--- config.mk ---
export PLATFORM = sky130hd
export DESIGN_NAME = qte_sqrt_cell
export DESIGN_NICKNAME = d
export VERILOG_FILES = /design/src/rtl/core/qte_pkg.sv /design/src/rtl/core/qte_sqrt_cell.sv
export SDC_FILE = /design/constraint.sdc
export NUM_CORES = 1
export LEC_CHECK = 0
export ABC_AREA = 1
export BUFFER_PORTS_ARGS = -buffer_cell sky130_fd_sc_hd__buf_4
export CELL_PAD_IN_SITES_DETAIL_PLACEMENT = 1
export CELL_PAD_IN_SITES_GLOBAL_PLACEMENT = 1
export CORE_ASPECT_RATIO = 1.25
export CORE_MARGIN = 4
export CORE_UTILIZATION = 36
export DETAILED_ROUTE_END_ITERATION = 16
export PLACE_DENSITY_LB_ADDON = 0.08
export SYNTH_ARGS = -nofsm -noshare
export SYNTH_HDL_FRONTEND = slang
export SYNTH_SLANG_ARGS = --single-unit
--- constraint.sdc ---
create_clock -name clk_i -period 3.45 [get_ports clk_i]
set_clock_uncertainty 0.15 [all_clocks]
set_input_delay 0.5175 -clock clk_i [delete_from_list [all_inputs] [get_ports clk_i]]
set_output_delay 0.5175 -clock clk_i [all_outputs]
set_load 0.01 [all_outputs]
--- src/rtl/core/qte_pkg.sv ---
// Package for the quaternion to Euler angle converter.
// Holds widths, stage counts, CORDIC constants and the arctangent table.
// No dependencies.
package qte_pkg;

  localparam int CORDIC_STEPS = 16;
  localparam int NUM_ROT      = (CORDIC_STEPS > 32) ? 32 : CORDIC_STEPS;
  localparam int SQ_STEPS     = 17;
  localparam int NUM_STG      = 2 + SQ_STEPS + 1 + NUM_ROT;

  localparam int OPW  = 34;  // product sums in Q28
  localparam int VECW = 38;  // CORDIC vector width with growth headroom
  localparam int ANGW = 34;  // Q30 angle accumulator
  localparam int POSTW = 36;

  localparam logic signed [ANGW-1:0] PI_Q30      = 34'sd3373259426;
  localparam logic signed [POSTW-1:0] HALF_PI_Q30 = 36'sd1686629713;
  localparam logic signed [OPW-1:0]  ONE_Q28     = 34'sd268435456;
  localparam logic signed [18:0]     ANGLE_LIMIT = 19'sd25736;

  typedef struct packed {
    logic [OPW-1:0] n;
    logic [OPW-1:0] res;
  } sqrt_t;

  typedef struct packed {
    logic signed [VECW-1:0] x;
    logic signed [VECW-1:0] y;
    logic signed [ANGW-1:0] z;
    logic                   zero;
  } cordic_t;

  function automatic logic [29:0] atan_q30(input int i);
    logic [29:0] v;
    case (i)
      0: v = 30'h3243F6A8;   1: v = 30'h1DAC6705;   2: v = 30'h0FADBAFC;
      3: v = 30'h07F56EA6;   4: v = 30'h03FEAB76;   5: v = 30'h01FFD55B;
      6: v = 30'h00FFFAAA;   7: v = 30'h007FFF55;   8: v = 30'h003FFFEA;
      9: v = 30'h001FFFFD;  10: v = 30'h000FFFFF;  11: v = 30'h0007FFFF;
      12: v = 30'h0003FFFF; 13: v = 30'h0001FFFF;  14: v = 30'h0000FFFF;
      15: v = 30'h00007FFF; 16: v = 30'h00003FFF;  17: v = 30'h00001FFF;
      18: v = 30'h00000FFF; 19: v = 30'h000007FF;  20: v = 30'h000003FF;
      21: v = 30'h000001FF; 22: v = 30'h000000FF;  23: v = 30'h0000007F;
      24: v = 30'h0000003F; 25: v = 30'h0000001F;  26: v = 30'h0000000F;
      27: v = 30'h00000008; 28: v = 30'h00000004;  29: v = 30'h00000002;
      30: v = 30'h00000001;
      default: v = 30'h0;
    endcase
    return v;
  endfunction

  // Q30 angle to Q13 with round half up, then clamped to the angle limit.
  function automatic logic signed [15:0] to_q13(input logic signed [POSTW-1:0] z);
    logic signed [POSTW-1:0] t;
    logic signed [18:0]      r;
    t = z + 36'sd65536;
    r = 19'(t >>> 17);
    if (r > ANGLE_LIMIT) r = ANGLE_LIMIT;
    if (r < -ANGLE_LIMIT) r = -ANGLE_LIMIT;
    return r[15:0];
  endfunction

endpackage

--- src/rtl/core/qte_sqrt_cell.sv ---
// One digit cell of the pipelined integer square root.
// Depends on qte_pkg.
module qte_sqrt_cell
  import qte_pkg::*;
(
  input  logic           clk_i,
  input  logic           en_i,
  input  logic [OPW-1:0] bit_i,
  input  sqrt_t          in_i,
  output sqrt_t          out_o
);
  sqrt_t          out_d, out_q;
  logic [OPW-1:0] trial;

  always_comb begin
    trial = in_i.res + bit_i;
    if (in_i.n >= trial) begin
      out_d.n   = in_i.n - trial;
      out_d.res = (in_i.res >> 1) + bit_i;
    end else begin
      out_d.n   = in_i.n;
      out_d.res = in_i.res >> 1;
    end
  end

  always_ff @(posedge clk_i) begin
    if (en_i) out_q <= out_d;
  end

  assign out_o = out_q;
endmodule

# Word level (Yosys, flattened, before mapping)
# Cells that the tools add are included.
totals:
  wordCells: 8
  reg_bits: 68
  input_bits: 104
classes:
  order_cmp: 1
  add_sub_neg: 3
  mux: 1
op_table:
  columns: ["operator", "count"]
  rows:
  - ["68-bit 2-to-1 mux", 1]
  - ["33-bit by 34-bit adder with 34-bit output", 1]
  - ["34-bit adder", 1]
  - ["34-bit >= comparator", 1]
  - ["34-bit subtractor", 1]

# Longest topological paths before layout
# Gate-level depths: netlist of the first run.
logic_depth:
  ltp_word: 3
  depth_mapped: 26

# Worst setup path before layout of the first run
# OpenSTA, ideal clock, no wires.
synth_path:
  kind: "input to register"
  startpoint: "input bit_i[0]"
  endpoint: "register out_q, in the netlist out_o[66] (data pin)"
  arrival_ns: 3.316
  required_time_ns: 3.047
  stages: 23
  n_path_buf: 1
  setup_slack_ns: -0.269
  path_cell_list: "ha_1 -> inv_1 -> fa_1 -> inv_1 -> nand3_1 -> nand2_1 -> nand2_1 -> nand2_1 -> a21oi_1 -> or2_2 -> nand4_1 -> nand2_1 -> ha_1 -> nand2_1 -> nor2_1 -> nand2_1 -> nor2_1 -> a21oi_1 -> nand2_4 -> inv_6 -> buf_6 -> nand2_1 -> nand2_1"
synth_lines:
  columns: ["element", "line", "rtl"]
  rows:
  - ["from (decl)", "qte_sqrt_cell.sv:8", "input logic [OPW-1:0] bit_i,"]
  - ["to (signal assigned)", "qte_sqrt_cell.sv:27", "if (en_i) out_q <= out_d;"]
  - ["to (decl)", "qte_sqrt_cell.sv:12", "sqrt_t out_d, out_q;"]

==> metrics.md, run 1 <==
| Metric | Value |
|---|---|
| Status | finished with violations |
| Failing checks | setup timing |
| Final period util | 1.301 |
| Crit path setup slack, layout | -1.040 ns |
| CTS buffer count | 9 |
| Worst Hold Launch | in_i[52] |
| Global-route wire length before repair | 78070 µm |
| Die width | between 150 and 200 µm |
| Fmax | approximately 0.22 GHz |
| Ys async rst share | 0 |
| Final Util | 0.6256 |
| Total GRT Usage | 0.3396 |
| DRC | 0 |
| Synth Instances | between 1500 and 2000 |
| Worst min path class | primary input to flop |
| Syn. warnings | 0 |
| Clock period minus worst slack | approximately 4.5 ns |
| Distinct cells, synth | 35 |
| RD Place Congestion | approximately 0.94 |
| Initial antenna violation count | 1 |
| Net Count, Synth | 1826 |
| Register bit count reported by yosys | 68 |
| Vias in the first global route | approximately 15000 |
| Tot Pwr | approximately 7.7 mW |
| Iter 0 DRT Violations | ~1200 |
| Crit path max fanout | 6 |
| Req. time, crit path | 3.42 ns |
| Vias | about 15000 |
| Top_reg_cell synth | edfxtp_1 |
| Mapped cell area | approximately 10000 µm² |
| Commonest cells post-synth | nand2_1, inv_1, nor2_1, ha_1, a21oi_1 |
| Synth top area cells | nand2_1, edfxtp_1, ha_1 |
| Fin cells | around 2500 |
| CTS sink cnt | 68 |
| Via density | 6.014 |
| Top-Level Pins | approximately 170 |
| Unrepaired setup endpoints after global routing | yes |
| Final Slew Violations | 0 |
| Final Net Count | approximately 2300 |
| Multi-input combinational cell area | 8812 µm² |
| WL/cell | between 20 and 30 µm |
| Core ar. | approximately 27000 µm² |
| Root Driver | clkbuf_16 |
| Starting Density | 0.3635 |
| PwrDens | 462.9 nW/µm² |
| Max FFs per register | 68 |
| Final instance area | around 17000 µm² |
| Static Leak | between 8 and 9 nW |
| Worst hold stages | 3 |
| CTS tree | built |
| Cell row count | between 60 and 70 |
| Die Area | roughly 30000 µm² |
| Final HPWL from detailed placement | roughly 36000 µm |
| Post-synth EDFFs | 68 |
| Total grt overflow | 0 |
| Dpl ws | -1.092 ns |
| CP arrival | approximately 4.5 ns |
| Endpoints failing hold | 0 |
| Layout area overhead | 72.07% |
| CP Launch Type | primary input |
| Area after DPL | between 10000 and 15000 µm² |
| Final ANT Viol Nets | 0 |
| Count leader, synth | nand2_1 |
| Share of cells above drive strength 1 | 0.4114 |
| Cells after DPL | between 2000 and 2500 |
| CP endpoint kind | flop |
| Hold slack final | 0.2876 ns |
| Slew HR | 0.2716 |
| Crit Path Category | primary input to flop |
| Max VDD drop | roughly 320 µV |
| Pin count of the biggest net entering global routing | 69 |
| Actual slew at the worst max-slew pin | roughly 1.1 ns |
| # Max-Cap Violations | 0 |
| IO buf count | around 170 |
| Synth area leader | nand2_1 |
| Setup_tns | -63.84 ns |
| Top-area cell type share of the netlist area | 0.2533 |
| Max Root-Sink Buffers | 2 |
| Cts hold-fix bufs | 0 |
| Post-Syn Area per Cell | between 6 and 7 µm² |
| Filler cells | between 3000 and 4000 |
| Reg clk slew, reported paths | 0.07 ns |
| Worst hold endpoint | out_o[52] |
| Final WL | ~70000 µm |
| Register Area | just over 2000 µm² |
| H-tree depth | 3 |
| Die Y | between 150 and 200 µm |
| Drt first pass iters | 5 |
| Final setup fails | 68 |
| Sequential area share after synthesis | 0.2100 |
critical path, stage by stage:
cell	delay [ns]
buf_4	0.14
ha_4	0.29
nand2_2	0.11
nor2_4	0.18
inv_2	0.08
nor2_4	0.13
nand3_2	0.10
o211ai_1	0.73
xnor2_1	0.29
ha_1	0.45
nand2_4	0.11
nor2_4	0.11
nand2_2	0.07
nor2_1	0.14
nand2_1	0.14
nand3_2	0.14
nand2_4	0.08
nand2_8	0.14
buf_16	0.22
clkbuf_16	0.20
o21ai_1	0.09
how the worst max path moves through the flow:
stage / start / end / slack (ns)
after global placement: bit_i[4] / out_o[26] / -0.97
final: in_i[17] / out_o[34] / -1.04
after detailed placement: bit_i[2] / out_o[30] / -1.09
after CTS: bit_i[18] / out_o[62] / -0.10
after floorplan: bit_i[0] / out_o[66] / -0.04
after global routing: in_i[17] / out_o[34] / -1.04
final cells by class:
| class | instances | share of cell area |
|---|---|---|
| Clock buffer | 10 | 0.01369 |
| Sequential cell | 68 | 0.1221 |
| Timing Repair Buffer | 520 | 0.2524 |
| Antenna cell | 1 | 0.0001496 |
| Clock inverter | 4 | 0.002543 |
| Timing Repair inverter | 4 | 0.004637 |
| Tap cell | 345 | 0.02580 |
| Inverter | 225 | 0.05191 |
| Multi-Input combinational cell | 1313 | 0.5268 |
cell usage in the layout, fill, tap and decap left out, types with 3 or more instances in the layout:
master	netlist	routed
nand3b_1	16	16
clkbuf_16	0	14
a21o_1	6	6
o21ai_0	52	25
xnor2_2	0	7
nor3_2	0	4
buf_6	7	13
a21oi_1	98	51
nand2_2	2	74
a21oi_2	1	31
buf_16	0	5
o21ai_1	2	10
xnor2_4	0	3
inv_2	3	13
inv_1	221	208
nand2_1	656	557
nor3_4	0	4
nor2_4	0	22
ha_4	0	49
edfxtp_1	68	68
o21ai_2	0	15
nand4_1	18	18
nor2_1	161	115
xor2_1	36	34
nor2_2	4	28
buf_4	6	490
nor3_1	18	10
nand2_4	1	27
o21ai_4	0	4
nand3_2	1	26
inv_4	0	3
buf_12	0	6
ha_1	100	51
o21bai_1	8	6
a21oi_4	0	17
xnor2_1	20	10
nand3_4	0	7
nand3_1	94	62
timing repair:
item / 4_1_cts / 5_1_grt
hold endpoints to repair: 0 / 0
cloned: 7 / 6
gates resized for setup: 241 / 239
endpoints found under the setup margin: 68 / 68
pin swaps: 79 / 109
setup buffers: 29 / 18
metal layers:
metal | vias to the layer above | global-route usage | routed length [µm]
li1 | 6237 | - | -
met1 | 7150 | 0.3533 | 22740
met2 | 1066 | 0.6348 | 32040
met3 | 521 | 0.03831 | 5573
met4 | 0 | 0.2290 | 7820
met5 | - | 0 | 0
power by group:
group          switching (mW)  leakage, nW  internal (mW)
clock                   0.445        0.133          0.547
combinational            3.24         7.64           2.27
sequential             0.0743        0.663           1.17
total                    3.75         8.44           3.99
cells by family after synthesis:
family	count (synthesis)	share of synthesized area
AND/OR/NAND/NOR	977	0.4070
XOR/XNOR	56	0.05045
buffers and inverters	238	0.1001
adder cells (fa/ha/maj)	103	0.1349
flip-flops	68	0.2100
AO/OA/AOI/OAI	177	0.09755
(Power assumes the default switching activity.)
==> inputs of run 2 (changes only) <==
--- a/config.mk
+++ b/config.mk
@@ -5,13 +5,12 @@
 export SDC_FILE = /design/constraint.sdc
 export NUM_CORES = 1
 export LEC_CHECK = 0
-export ABC_AREA = 1
 export BUFFER_PORTS_ARGS = -buffer_cell sky130_fd_sc_hd__buf_4
 export CELL_PAD_IN_SITES_DETAIL_PLACEMENT = 1
 export CELL_PAD_IN_SITES_GLOBAL_PLACEMENT = 1
 export CORE_ASPECT_RATIO = 1.25
 export CORE_MARGIN = 4
-export CORE_UTILIZATION = 36
+export CORE_UTILIZATION = 38
 export DETAILED_ROUTE_END_ITERATION = 16
 export PLACE_DENSITY_LB_ADDON = 0.08
 export SYNTH_ARGS = -nofsm -noshare
==> metrics.md, run 2 <==
| Metric | Value |
|---|---|
| Status | finished with violations |
| Failing checks | setup timing |
| Hold slack final | 0.3087 ns (+0.02113 ns) |
| CP arrival | 4.82 ns (+0.36 ns) |
| Fmax | 0.2054 GHz (-7.8%) |
| Drt first pass iters | 5 (unchanged) |
| Max VDD drop | 409.4 µV (+28%) |
| Vias in the first global route | 10460 (-28%) |
| Reg clk slew, reported paths | 0.06 ns (about the same) |
| Synth Instances | 998 (-38%) |
| Core ar. | 20890 µm² (-22%) |
| Final WL | 41760 µm (-39%) |
| Endpoints failing hold | 0 (unchanged) |
| CP Cell Sequence | buf_6, ha_4, inv_2, fa_2, nor2b_2, o31a_1, o31ai_4, a211o_1, a21oi_4, nor2_2, o311ai_2, xnor2_1, ha_1, a21oi_1, o21bai_1, a41o_1, or4_4, and2_4, and4b_1, or3_1 |
| Slew HR | 0.2912 (+0.01964) |
| Worst min path class | primary input to flop |
| Net Count, Synth | 1205 (-34%) |
| Crit path max fanout | 7 (+1) |
| Synth area leader | edfxtp_1 |
| Count leader, synth | a21oi_1 |
| Worst hold stages | 3 (unchanged) |
| Tot Pwr | 7.206 mW (-7.0%) |
| Iter 0 DRT Violations | 589 (-51%) |
| Total grt overflow | 0 (unchanged) |
| Cell row count | 59 (-12%) |
| WP buf/inv | 2 (-2) |
| Max Root-Sink Buffers | 2 (unchanged) |
| Final setup fails | 68 (unchanged) |
| Mapped cell area | 8122 µm² (-16%) |
| PwrDens | 520.3 nW/µm² (+12%) |
| Top delay family on crit path | compound AO/OA/AOI/OAI gates |
| Post-synth EDFFs | 68 (unchanged) |
| H-tree depth | 3 (unchanged) |
| Global-route wire length before repair | 51570 µm (-34%) |
| Syn. warnings | 0 (unchanged) |
| Unrepaired setup endpoints after global routing | yes |
| Total GRT Usage | 0.2690 (-0.07057) |
| Root Driver | clkbuf_16 |
| Final ANT Viol Nets | 0 (unchanged) |
| Crit Path Category | primary input to flop |
| Vias | 10470 (-30%) |
| Antenna Cells | 0 (-1) |
| Max FFs per register | 68 (unchanged) |
| Static Leak | 6.283 nW (-26%) |
| Top-Level Pins | 172 (unchanged) |
| Crit path setup slack, layout | -1.418 ns (-0.3777 ns) |
| Final period util | 1.411 (+0.1095) |
| Final HPWL from detailed placement | 26770 µm (-26%) |
| Post-Syn Area per Cell | 8.138 µm² (+36%) |
| Final Net Count | 1696 (-28%) |
| Die width | 138.8 µm (-10%) |
| Commonest non-fill, non-tap cell in the layout | buf_4 |
| Worst hold endpoint | out_o[47] |
| Worst Setup SP | in_i[0] |
| Final Util | 0.6630 (+0.03744) |
| Synth top area cells | edfxtp_1, ha_1, a21oi_1 |
| Initial antenna violation count | 0 (-1) |
| Req. time, crit path | 3.40 ns (-0.02 ns) |
| RD Place Congestion | 0.9211 (-2.2%) |
| Die Y | 171.5 µm (-11%) |
| CP peak stage delay | 0.46 ns (-0.27 ns) |
| Distinct cells, synth | 71 (+100%) |
| CP endpoint kind | flop |
| Pin count of the biggest net entering global routing | 69 (unchanged) |
| Top-area cell type share of the netlist area | 0.2514 (-0.001857) |
| Top_reg_cell synth | edfxtp_1 |
| Final Slew Violations | 0 (unchanged) |
| Ys async rst share | 0 (unchanged) |
| Clock period minus worst slack | 4.868 ns (+0.3777 ns) |
| WL/cell | 23.62 µm (-14%) |
| Most frequent cells in the layout | buf_4, a21oi_1, ha_1 |
| CTS tree | built |
| IO buf count | 171 (unchanged) |
| DRC | 0 (unchanged) |
| CTS buffer count | 9 (unchanged) |
| Sequential area share after synthesis | 0.2514 (+0.04139) |
| Die Area | 23790 µm² (-20%) |
| # Max-Cap Violations | 0 (unchanged) |
| Share of cells above drive strength 1 | 0.4759 (+0.06452) |
| Via density | 5.921 (-1.5%) |
| Setup_tns | -86.73 ns (-22.89 ns) |
| Starting Density | 0.3888 (+0.02521) |
| Register bit count reported by yosys | 68 (unchanged) |
| Slowest cell on crit path | or4_4 |
| CTS sink cnt | 68 (unchanged) |
| Layout area overhead | 70.54% |
| CP Launch Type | primary input |
| Commonest cells post-synth | a21oi_1, nor2_1, ha_1, nand2_1, o21ai_0 |
| Actual slew at the worst max-slew pin | 1.063 ns (-0.02946 ns) |
| Worst Hold Launch | in_i[47] |
| Cts hold-fix bufs | 0 (unchanged) |
run 2: cell count changes after synthesis, sizes merged, moves of 11 or more:
cell,before,now
o21ai,54,79
o21bai,8,19
clkbuf,0,27
a21oi,99,123
o31ai,0,11
xnor2,20,45
inv,225,30
nor2,165,103
o211ai,2,16
nand3,95,24
nor2b,0,11
nand2,659,93
a21o,6,35
nand3b,16,1
run 2: layout make-up:
class                      instances  area, µm²
multi-input combinational        862       6805
timing repair buffer             518       4278
sequential                        68       2042
clock inverter                     6      41.29
fill                            2433       7041
inverter                          30      112.6
clock buffer                      10      229.0
tap                              274      342.8
run 2: cell families after synthesis:
group | synth area share
flops | 0.2514
simple gates | 0.1807
buf+inv | 0.03466
compound gates | 0.2805
xor+xnor | 0.08735
mux | 0.003851
fa+ha+maj | 0.1615
run 2: how the worst max path moves through the flow:
stage	end	slack, ns	cells after the start
6_report	out_o[33]	-1.42	20
5_1_grt	out_o[61]	-1.63	22
4_1_cts	out_o[33]	-1.28	21
3_5_place_dp	out_o[33]	-1.92	20
3_3_place_gp	out_o[33]	-1.64	19
2_1_floorplan	out_o[33]	-1.26	21
run 2: repair_timing:
item | CTS | global route
buffers inserted | 5 | 23
endpoints found under the setup margin | 68 | 68
resized for setup | 31 | 231
cloned | 0 | 16
pin swaps | 21 | 67
run 2: report_power, final:
group	switching [mW]	leakage, nW	internal (mW)
combinational	2.63	5.49	2.37
clock	0.432	0.124	0.487
sequential	0.0770	0.666	1.21
total	3.14	6.28	4.07
run 2: metal layers:
metal | up-vias | global-route usage | share of wire
met5 | - | 0 | 0
met4 | 0 | 0.1081 | 0.059
met3 | 172 | 0.04171 | 0.048
met2 | 409 | 0.5502 | 0.54
met1 | 5162 | 0.2688 | 0.36
li1 | 4726 | - | -
run 2: per-stage QoR:
stage	setup slack (ns)	instance area, µm²	instances
CTS	-1.276	12470	1729
floorplan	-1.255	8299	998
global route	-1.628	13850	1768
detailed placement	-1.923	12030	1708
finish	-1.418	13850	1768
global placement	-1.636	12030	1708
==> inputs of run 3 (changes only) <==
--- a/config.mk
+++ b/config.mk
@@ -5,6 +5,7 @@
 export SDC_FILE = /design/constraint.sdc
 export NUM_CORES = 1
 export LEC_CHECK = 0
+export ABC_AREA = 0
 export BUFFER_PORTS_ARGS = -buffer_cell sky130_fd_sc_hd__buf_4
 export CELL_PAD_IN_SITES_DETAIL_PLACEMENT = 1
 export CELL_PAD_IN_SITES_GLOBAL_PLACEMENT = 1
@@ -13,6 +14,7 @@
 export CORE_UTILIZATION = 38
 export DETAILED_ROUTE_END_ITERATION = 16
 export PLACE_DENSITY_LB_ADDON = 0.08
+export RECOVER_POWER = 100
 export SYNTH_ARGS = -nofsm -noshare
 export SYNTH_HDL_FRONTEND = slang
 export SYNTH_SLANG_ARGS = --single-unit
==> metrics.md, run 3 (synthesized netlist as in run 2, its figures left out) <==
| Metric | Value |
|---|---|
| Status | finished with violations |
| Failing checks | capacitance limit, slew limit, setup timing |
| Iter 0 DRT Violations | 608 (+3.2%) |
| Endpoints failing hold | 0 (unchanged) |
| Die Y | 171.5 µm (unchanged) |
| Cts hold-fix bufs | 0 (unchanged) |
| Tot Pwr | 7.042 mW (-2.3%) |
| Crit Path Category | primary input to flop |
| Root Driver | clkbuf_16 |
| Area after DPL | 12030 µm² (unchanged) |
| CP peak stage delay | 0.54 ns (+0.08 ns) |
| Reg clk slew, reported paths | 0.07 ns (about the same) |
| Final Net Count | 1696 (unchanged) |
| Die width | 138.8 µm (unchanged) |
| Vias in the first global route | 10460 (unchanged) |
| Worst min path class | primary input to flop |
| Total GRT Usage | 0.2690 (unchanged) |
| DRC | 0 (unchanged) |
| Most used cell, CP | buf_6 |
| CP arrival | 4.91 ns (+0.09 ns) |
| Top delay family on crit path | compound AO/OA/AOI/OAI gates |
| Initial antenna violation count | 0 (unchanged) |
| CTS buffer count | 9 (unchanged) |
| Via density | 5.912 (-0.15%) |
| Crit path setup slack, layout | -1.411 ns (+0.006510 ns) |
| Final setup fails | 68 (unchanged) |
| Slowest cell on crit path | or4_4 |
| Drt first pass iters | 5 (unchanged) |
| CP Launch Type | primary input |
| Filler cells | 2485 (+2.1%) |
| Final ANT Viol Nets | 0 (unchanged) |
| Final period util | 1.409 (-0.001887) |
| H-tree depth | 3 (unchanged) |
| WP buf/inv | 5 (+3) |
| Register Area | 2042 µm² (unchanged) |
| Final Slew Violations | 69 (+69) |
| Total grt overflow | 0 (unchanged) |
| Final instance area | 13590 µm² (-1.9%) |
| IO buf count | 171 (unchanged) |
| Final HPWL from detailed placement | 26770 µm (unchanged) |
| Static Leak | 6.036 nW (-3.9%) |
| Cells after DPL | 1708 (unchanged) |
| Core ar. | 20890 µm² (unchanged) |
| Antenna Cells | 0 (unchanged) |
| Unrepaired setup endpoints after global routing | yes |
| Max FFs per register | 68 (unchanged) |
| Final WL | 41710 µm (-0.12%) |
| Req. time, crit path | 3.50 ns (+0.10 ns) |
| Commonest non-fill, non-tap cell in the layout | buf_4 |
| Layout area overhead | 67.37% |
| Fin cells | 1768 (unchanged) |
| PwrDens | 518.1 nW/µm² (-0.42%) |
| Vias | 10450 (-0.15%) |
| Actual slew at the worst max-slew pin | 2.086 ns (+1.023 ns) |
| CTS sink cnt | 68 (unchanged) |
| CP endpoint kind | flop |
| Most frequent cells in the layout | buf_4, a21oi_1, ha_1 |
| Pin count of the biggest net entering global routing | 69 (unchanged) |
| Die Area | 23790 µm² (unchanged) |
| Slew HR | -0.3906 (-0.6819) |
| Cell row count | 59 (unchanged) |
| Multi-input combinational cell area | 6805 µm² (unchanged) |
| Clock period minus worst slack | 4.861 ns (-0.006510 ns) |
| Max Root-Sink Buffers | 2 (unchanged) |
| Share of cells above drive strength 1 | 0.4304 (-0.04552) |
| Crit path max fanout | 7 (unchanged) |
| RD Place Congestion | 0.9211 (unchanged) |
| Starting Density | 0.3888 (unchanged) |
| Max VDD drop | 401.2 µV (-2.0%) |
| Hold slack final | 0.3077 ns (-0.001022 ns) |
| CP Cell Sequence | buf_6, ha_4, inv_2, fa_2, nor2b_2, o31a_1, o31ai_4, a21oi_1, o21ai_2, a21boi_2, buf_4, nand4b_1, o311ai_2, ha_2, a21oi_2, nor2b_1, o31ai_2, o2111ai_2, or4_4, and2_4, buf_6, clkbuf_16, o211a_1, nor3_2 |
| Global-route wire length before repair | 51570 µm (unchanged) |
| CTS tree | built |
| WL/cell | 23.59 µm (-0.12%) |
| Top-Level Pins | 172 (unchanged) |
| # Max-Cap Violations | 1 (+1) |
| Fmax | 0.2057 GHz (+0.13%) |
## run 3: metal layers
layer | track usage | share of wire
met1 | 0.2688 | 0.36
met3 | 0.04171 | 0.047
met2 | 0.5502 | 0.54
met4 | 0.1081 | 0.059
met5 | 0 | 0
## run 3: power breakdown
group          switching (mW)  internal, mW
clock network           0.429         0.486
logic                    2.63          2.21
registers              0.0712          1.21
total                    3.13          3.91
## run 3: area by class of cell
type                    count  area share
multi-input cells         862      0.5006
repair buffers            518      0.2957
flip-flops and latches     68      0.1502
well taps                 274     0.02522
clock buffers              10     0.01684
inverters                  30    0.008284
clock inverters             6    0.003038
## run 3: final timing paths
check                     from   endpoint  slack (ns)  cells after the start
worst max-delay path   in_i[0]  out_o[61]       -1.41                     24
worst min-delay path  in_i[47]  out_o[47]        0.31                      3
## run 3: per-stage QoR
step	TNS, ns	util	worst slack, ns
floorplan	-68.07	-	-1.255
global placement	-101.58	0.5757	-1.636
detailed placement	-119.76	0.5757	-1.923
CTS	-79.78	0.5971	-1.276
global route	-98.37	0.6507	-1.628
finish	-86.39	0.6507	-1.411
## run 3: timing repair
item | in CTS | in global routing
hold endpoints to repair | 0 | 0
setup buffers | 5 | 23
endpoints found under the setup margin | 68 | 68
pin swaps | 21 | 67
gates cloned | 0 | 16
gates resized for setup | 31 | 231
